### config.mk
export PLATFORM = sky130hd
export DESIGN_NAME = lramt_ctrl
export DESIGN_NICKNAME = d
export VERILOG_FILES = /design/src/design/lramt_pkg.sv /design/src/design/lramt_ctrl.sv
export SDC_FILE = /design/constraint.sdc
export NUM_CORES = 1
export LEC_CHECK = 0
export BUFFER_PORTS_ARGS = -buffer_cell sky130_fd_sc_hd__buf_2
export CORE_UTILIZATION = 44
export CTS_CLUSTER_SIZE = 16
export DETAILED_ROUTE_END_ITERATION = 12
export GPL_ROUTABILITY_DRIVEN = 1
export GPL_TIMING_DRIVEN = 0
export HOLD_SLACK_MARGIN = 0.03
export PLACE_DENSITY = 0.78
export SLEW_MARGIN = 10
export SYNTH_ARGS = -nofsm -noshare
export SYNTH_HDL_FRONTEND = slang
export SYNTH_SLANG_ARGS = --single-unit
### constraint.sdc
create_clock -name clock -period 1.7 [get_ports clock]
set_input_delay 0.085 -clock clock [delete_from_list [all_inputs] [get_ports clock]]
set_output_delay 0.085 -clock clock [all_outputs]
set_load 0.05 [all_outputs]
### src/design/lramt_pkg.sv
// Shared types, constants and helpers for the lazy range-add / range-min tree.
package lramt_pkg;

   localparam int MAX_ELEMENTS = 1024;
   localparam int TREE_NODES   = 4096;
   localparam int DATA_W       = 48;
   localparam int IDX_W        = 10;
   localparam int NODE_W       = 12;
   localparam int N_W          = 11;
   // Root at level 0 down to leaves at level 10: at most 10 saved parents.
   localparam int STACK_DEPTH  = 11;
   localparam int SP_W         = 4;

   localparam logic [N_W-1:0]    N_RESET      = 11'd1024;
   localparam logic [DATA_W-1:0] EMPTY_MARK   = 48'd10000000;
   localparam logic [N_W-1:0]    N_MAX        = 11'd1024;
   localparam logic [IDX_W-1:0]  LAST_INDEX   = 10'd1023;
   localparam logic [NODE_W-1:0] ROOT_NODE    = 12'd1;

   typedef enum logic [1:0] {
      MODE_LOAD  = 2'd0,
      MODE_BUILD = 2'd1,
      MODE_ADD   = 2'd2,
      MODE_QUERY = 2'd3
   } mode_type;

   typedef enum logic [3:0] {
      S_IDLE,
      S_ENTER,
      S_LEAF_RD,
      S_EXACT_RD,
      S_PD_PARENT,
      S_PD_LEFT,
      S_PD_RIGHT,
      S_PD_CLEAR,
      S_CHILD,
      S_RC_LEFT,
      S_RC_RIGHT,
      S_RET,
      S_RESP
   } state_type;

   typedef enum logic [1:0] {
      RD_SELF,
      RD_LEFT,
      RD_RIGHT
   } rd_sel_type;

   typedef enum logic [2:0] {
      WR_NONE,
      WR_PD_LEFT,
      WR_PD_RIGHT,
      WR_PD_CLEAR,
      WR_EXACT_ADD,
      WR_LEAF,
      WR_RECOMBINE
   } wr_sel_type;

   typedef enum logic [2:0] {
      FR_NONE,
      FR_ADV,
      FR_PUSH_LEFT,
      FR_PUSH_RIGHT,
      FR_POP
   } frame_op_type;

   typedef enum logic [1:0] {
      RET_NONE,
      RET_EXACT,
      RET_ACC
   } ret_sel_type;

   typedef struct packed {
      logic [DATA_W-1:0] val;
      logic [DATA_W-1:0] tag;
   } node_word_type;

   typedef struct packed {
      logic [NODE_W-1:0] v;
      logic [IDX_W-1:0]  tl;
      logic [IDX_W-1:0]  tr;
      logic [IDX_W-1:0]  l;
      logic [IDX_W-1:0]  r;
      logic [1:0]        phase;
      logic [DATA_W-1:0] acc;
      logic              acc_valid;
   } frame_type;

   typedef struct packed {
      logic         take;
      rd_sel_type   rd_sel;
      wr_sel_type   wr_sel;
      frame_op_type frame_op;
      ret_sel_type  ret_sel;
      logic         pd_latch;
      logic         rc_latch;
      logic         rsp_load;
   } cmd_type;

   typedef struct packed {
      mode_type   op;
      logic       leaf;
      logic       exact;
      logic       empty;
      logic       has_left;
      logic       has_right;
      logic [1:0] phase;
      logic       sp_zero;
      logic       req_empty;
      logic       rsp_free;
   } status_type;

   function automatic logic [DATA_W-1:0] min48(input logic [DATA_W-1:0] a,
                                               input logic [DATA_W-1:0] b);
      return ($signed(a) <= $signed(b)) ? a : b;
   endfunction

endpackage

### src/design/lramt_ctrl.sv
// Controller: sequences the tree walk one memory access at a time.
module lramt_ctrl import lramt_pkg::*; (
   input  logic       clock,
   input  logic       reset,
   input  logic       req_valid,
   input  logic [1:0] req_mode,
   input  status_type status,
   output logic       req_stall,
   output cmd_type    cmd
);

   state_type state_ff;
   state_type state_in;
   logic      is_query;

   assign is_query = status.op == MODE_QUERY;

   always_ff @(posedge clock) begin
      if (reset) begin
         state_ff <= S_IDLE;
      end else begin
         state_ff <= state_in;
      end
   end

   always_comb begin
      state_in = state_ff;
      unique case (state_ff)
         S_IDLE: begin
            if (req_valid) begin
               priority if (mode_type'(req_mode) == MODE_LOAD) begin
                  state_in = S_IDLE;
               end else if (mode_type'(req_mode) == MODE_QUERY && status.req_empty) begin
                  state_in = S_RESP;
               end else begin
                  state_in = S_ENTER;
               end
            end
         end
         S_ENTER: begin
            priority if (status.op == MODE_BUILD) begin
               state_in = status.leaf ? S_LEAF_RD : S_CHILD;
            end else if (status.op == MODE_ADD && status.empty) begin
               state_in = S_RET;
            end else if (status.exact) begin
               state_in = S_EXACT_RD;
            end else begin
               state_in = S_PD_PARENT;
            end
         end
         S_LEAF_RD:   state_in = S_RET;
         S_EXACT_RD:  state_in = S_RET;
         S_PD_PARENT: state_in = S_PD_LEFT;
         S_PD_LEFT:   state_in = S_PD_RIGHT;
         S_PD_RIGHT:  state_in = S_PD_CLEAR;
         S_PD_CLEAR:  state_in = S_CHILD;
         S_CHILD: begin
            priority if (status.phase == 2'd0) begin
               state_in = (!is_query || status.has_left) ? S_ENTER : S_CHILD;
            end else if (status.phase == 2'd1) begin
               state_in = (!is_query || status.has_right) ? S_ENTER : S_CHILD;
            end else begin
               state_in = is_query ? S_RET : S_RC_LEFT;
            end
         end
         S_RC_LEFT:  state_in = S_RC_RIGHT;
         S_RC_RIGHT: state_in = S_RET;
         S_RET: begin
            priority if (!status.sp_zero) begin
               state_in = S_CHILD;
            end else if (is_query) begin
               state_in = S_RESP;
            end else begin
               state_in = S_IDLE;
            end
         end
         S_RESP: begin
            if (status.rsp_free) begin
               state_in = S_IDLE;
            end
         end
         default: state_in = S_IDLE;
      endcase
   end

   always_comb begin
      cmd          = '0;
      cmd.rd_sel   = RD_SELF;
      cmd.wr_sel   = WR_NONE;
      cmd.frame_op = FR_NONE;
      cmd.ret_sel  = RET_NONE;
      req_stall    = state_ff != S_IDLE;
      unique case (state_ff)
         S_IDLE: begin
            cmd.take = req_valid;
         end
         S_LEAF_RD: begin
            cmd.wr_sel = WR_LEAF;
         end
         S_EXACT_RD: begin
            if (is_query) begin
               cmd.ret_sel = RET_EXACT;
            end else begin
               cmd.wr_sel = WR_EXACT_ADD;
            end
         end
         S_PD_PARENT: begin
            cmd.pd_latch = 1'b1;
            cmd.rd_sel   = RD_LEFT;
         end
         S_PD_LEFT: begin
            cmd.wr_sel = WR_PD_LEFT;
            cmd.rd_sel = RD_RIGHT;
         end
         S_PD_RIGHT: begin
            cmd.wr_sel = WR_PD_RIGHT;
         end
         S_PD_CLEAR: begin
            cmd.wr_sel = WR_PD_CLEAR;
         end
         S_CHILD: begin
            priority if (status.phase == 2'd0) begin
               cmd.frame_op = (!is_query || status.has_left) ? FR_PUSH_LEFT : FR_ADV;
            end else if (status.phase == 2'd1) begin
               cmd.frame_op = (!is_query || status.has_right) ? FR_PUSH_RIGHT : FR_ADV;
            end else if (is_query) begin
               cmd.ret_sel = RET_ACC;
            end else begin
               cmd.rd_sel = RD_LEFT;
            end
         end
         S_RC_LEFT: begin
            cmd.rc_latch = 1'b1;
            cmd.rd_sel   = RD_RIGHT;
         end
         S_RC_RIGHT: begin
            cmd.wr_sel = WR_RECOMBINE;
         end
         S_RET: begin
            if (!status.sp_zero) begin
               cmd.frame_op = FR_POP;
            end
         end
         S_RESP: begin
            cmd.rsp_load = status.rsp_free;
         end
         default: begin
            cmd.take = 1'b0;
         end
      endcase
   end

endmodule

==> results.py <==
metrics = {
    "logic_synthesis": {
        "ys_ff_latch": 4,
        "synth_common_cells": "12 x nor2_1, 10 x a21oi_1, 9 x nand2b_1, 9 x nor3_1, 6 x nand2_1",
        "synth_largest_area_cell": "dfxtp_1",
        "synth_cell_types": 34,
        "yosysMostFrequentCell": "nor2_1",
        "post-synth-top-area-fraction_pct": 12.8,
        "synth_warnings": 0,
        "synth_fp_nets": 116,
        "ys_seq_area_share_pct": 12.8,
        "synthFlopType": "dfxtp_1",
        "syn_area_um2": 624,
        "synth_area_leaders": "dfxtp_1 13%, nand2b_1 9.0%, a21oi_1 8.0%, nor3_1 7.2%, nor2_1 7.2%",
        "syn_inst": 99,
        "async_flop_share_pct": 0,
        "synth_edf_count": 0,
        "synth_area_per_cell_um2": 6.31,
    },
    "grt": {
        "grt_max_degree": 11,
        "grt_pass1_vias": 680,
        "grt_pass1_wl_um": 2750,
        "overflow": 0,
        "antenna_found_initial": 0,
        "grt_use_total_pct": 25.5,
    },
    "cts": {
        "clock_sinks": 4,
        "clkLatencyLatePin_ns": 0.23,
        "cts_buffers": 3,
        "cts-root-buf": "clkbuf_4",
        "cts_setup_buffers": 0,
        "clk_pin_slew_ns": 0.04,
        "cts_buffer_depth": 2,
        "cts_tree": "built",
        "h-tree-depth": 1,
        "holdBufCountCts": 0,
    },
    "run_status": {
        "outcome": "finished, final reports clean",
    },
    "drt": {
        "drt_iter0_drc": 22,
        "via_per_inst": 5.57,
        "ant_nets": 0,
        "post_drt_wl_per_cell_um": 12.3,
        "drt-total-wl_um": 1810,
        "num_vias": 824,
        "drc_errors": 0,
        "drtPass1Iterations": 4,
    },
    "worst_setup_path": {
        "cp_max_fo": 10,
        "worst_setup_path_end_kind": "output port",
        "required_ns": 1.62,
        "cp-start-kind": "flop",
        "cp.arrival_ns": 1.54,
        "path_class": "flop to output port",
    },
    "layout": {
        "n_antenna_cell": 0,
        "utilization_pct": 67.1,
        "drive_gt1_share_pct": 42.9,
        "design_area_um2": 885,
        "regMostFlops": "state_ff",
        "top_regs": "state_ff x4",
        "syn_to_final_growth_pct": 41.7,
        "largest_register_ffs": 4,
        "nNetsFinal": 152,
    },
    "sta": {
        "worst_pin_slew_ns": 0.421,
        "hold_viol_final": 0,
        "clock_skew_ns": 0.00420,
        "setup_viol": 0,
        "finalWorstSetupSlack_ns": 0.0781,
        "fmax_mhz": 617,
        "holdWs_ns": 0.0587,
        "slew_headroom_pct": 71.8,
        "finalCritPeriodShare_pct": 95.4,
        "drv_slew": 0,
        "fin_crit_ns": 1.62,
        "rsz0062_at_grt": "true",
        "setup_tns_ns": 0,
    },
    "floorplan": {
        "die_area_um2": 1570,
        "ios": 32,
        "start_util_pct": 47.4,
        "die_w_um": 39.7,
        "core_um2": 1320,
        "die_y_um": 39.7,
        "row_count": 13,
    },
    "hold_path": {
        "hold_class": "input pin to flop",
    },
    "placement": {
        "gp_congestion": 0.871,
        "place_hpwl_um": 1400,
        "port_buffers": 31,
        "dp_slack_ns": 0.0354,
        "dpl_cell_area_um2": 820,
    },
    "run": {
        "cap_viol_max_count": 0,
    },
    "pwr": {
        "p_leak_nw": 0.410,
        "ir_worst_vdd_mv": 0.845,
        "power_density_nw_per_um2": 1580,
    },
}
worst max-delay path, cell delays in order, from the launching register on:
cell and delay, ns:
dfxtp_1 0.38, clkbuf_4 0.23, nor2b_2 0.22, a31oi_1 0.10
nor3_1 0.14, buf_4 0.22
report_power, final:
group          leakage (nW)  switching, mW  internal, mW  total, mW
combinational         0.363          0.726         0.396       1.12
clock                0.0138         0.0368        0.0788      0.116
sequential           0.0333         0.0343         0.130      0.164
final cells by class:
| type | count | area, µm² |
|---|---|---|
| well taps | 15 | 18.8 |
| multi-input cells | 84 | 527 |
| plain buffers | 7 | 55.1 |
| fillers | 124 | 433 |
| flip-flops and latches | 4 | 81.3 |
| inverters | 4 | 15.0 |
| repair buffers | 31 | 165 |
| clock buffers | 3 | 22.5 |
worst paths after layout:
path / endpoint / depth (start not counted) / start / slack [ns]
min: state_ff[1] / 2 / reset / 0.06
max reg2reg: state_ff[2] / 6 / state_ff[1] / 0.11
max: cmd[11] / 5 / state_ff[3] / 0.08
min reg2reg: state_ff[1] / 4 / state_ff[3] / 0.75
cell usage in the layout, fill, tap and decap left out, types with 3 or more instances in the layout:
cell type | synthesis | final
nand3_1 | 3 | 3
nor3_2 | 0 | 3
nand2b_1 | 9 | 9
clkbuf_4 | 0 | 6
buf_4 | 0 | 4
dfxtp_1 | 4 | 3
nor2_1 | 12 | 10
buf_2 | 0 | 28
nand2_1 | 6 | 6
inv_1 | 4 | 4
o21ai_0 | 4 | 4
nor3_1 | 9 | 6
a21oi_1 | 10 | 9
layer usage:
layer	GRT usage, %	wire (µm)	share of wire [%]
met2	44.3	917	51
met3	0.568	63	3.5
met1	32.7	833	46
met5	0	0	0
met4	9.48	0	0
cell families (layout without fill, tap and decap cells):
family                 after synthesis  in the layout  synth area share, %
AO/OA/AOI/OAI                       28             28                 29.3
flip-flops                           4              4                 12.8
AND/OR/NAND/NOR                     56             56                 48.9
buffers and inverters               11             45                 9.02
repair_timing:
item	4_1_cts	5_1_grt
endpoints found under the hold margin	0	0
gates resized for setup	12	10
pin swaps	0	0
endpoints found under the setup margin	8	5
through the flow:
step	instances	power [mW]
final	148	1.40
after global routing	148	1.50
after CTS	148	1.37
after detailed placement	145	1.22
after global placement	145	1.20
after floorplan	99	1.00
Power figures use the tool's default switching activity.
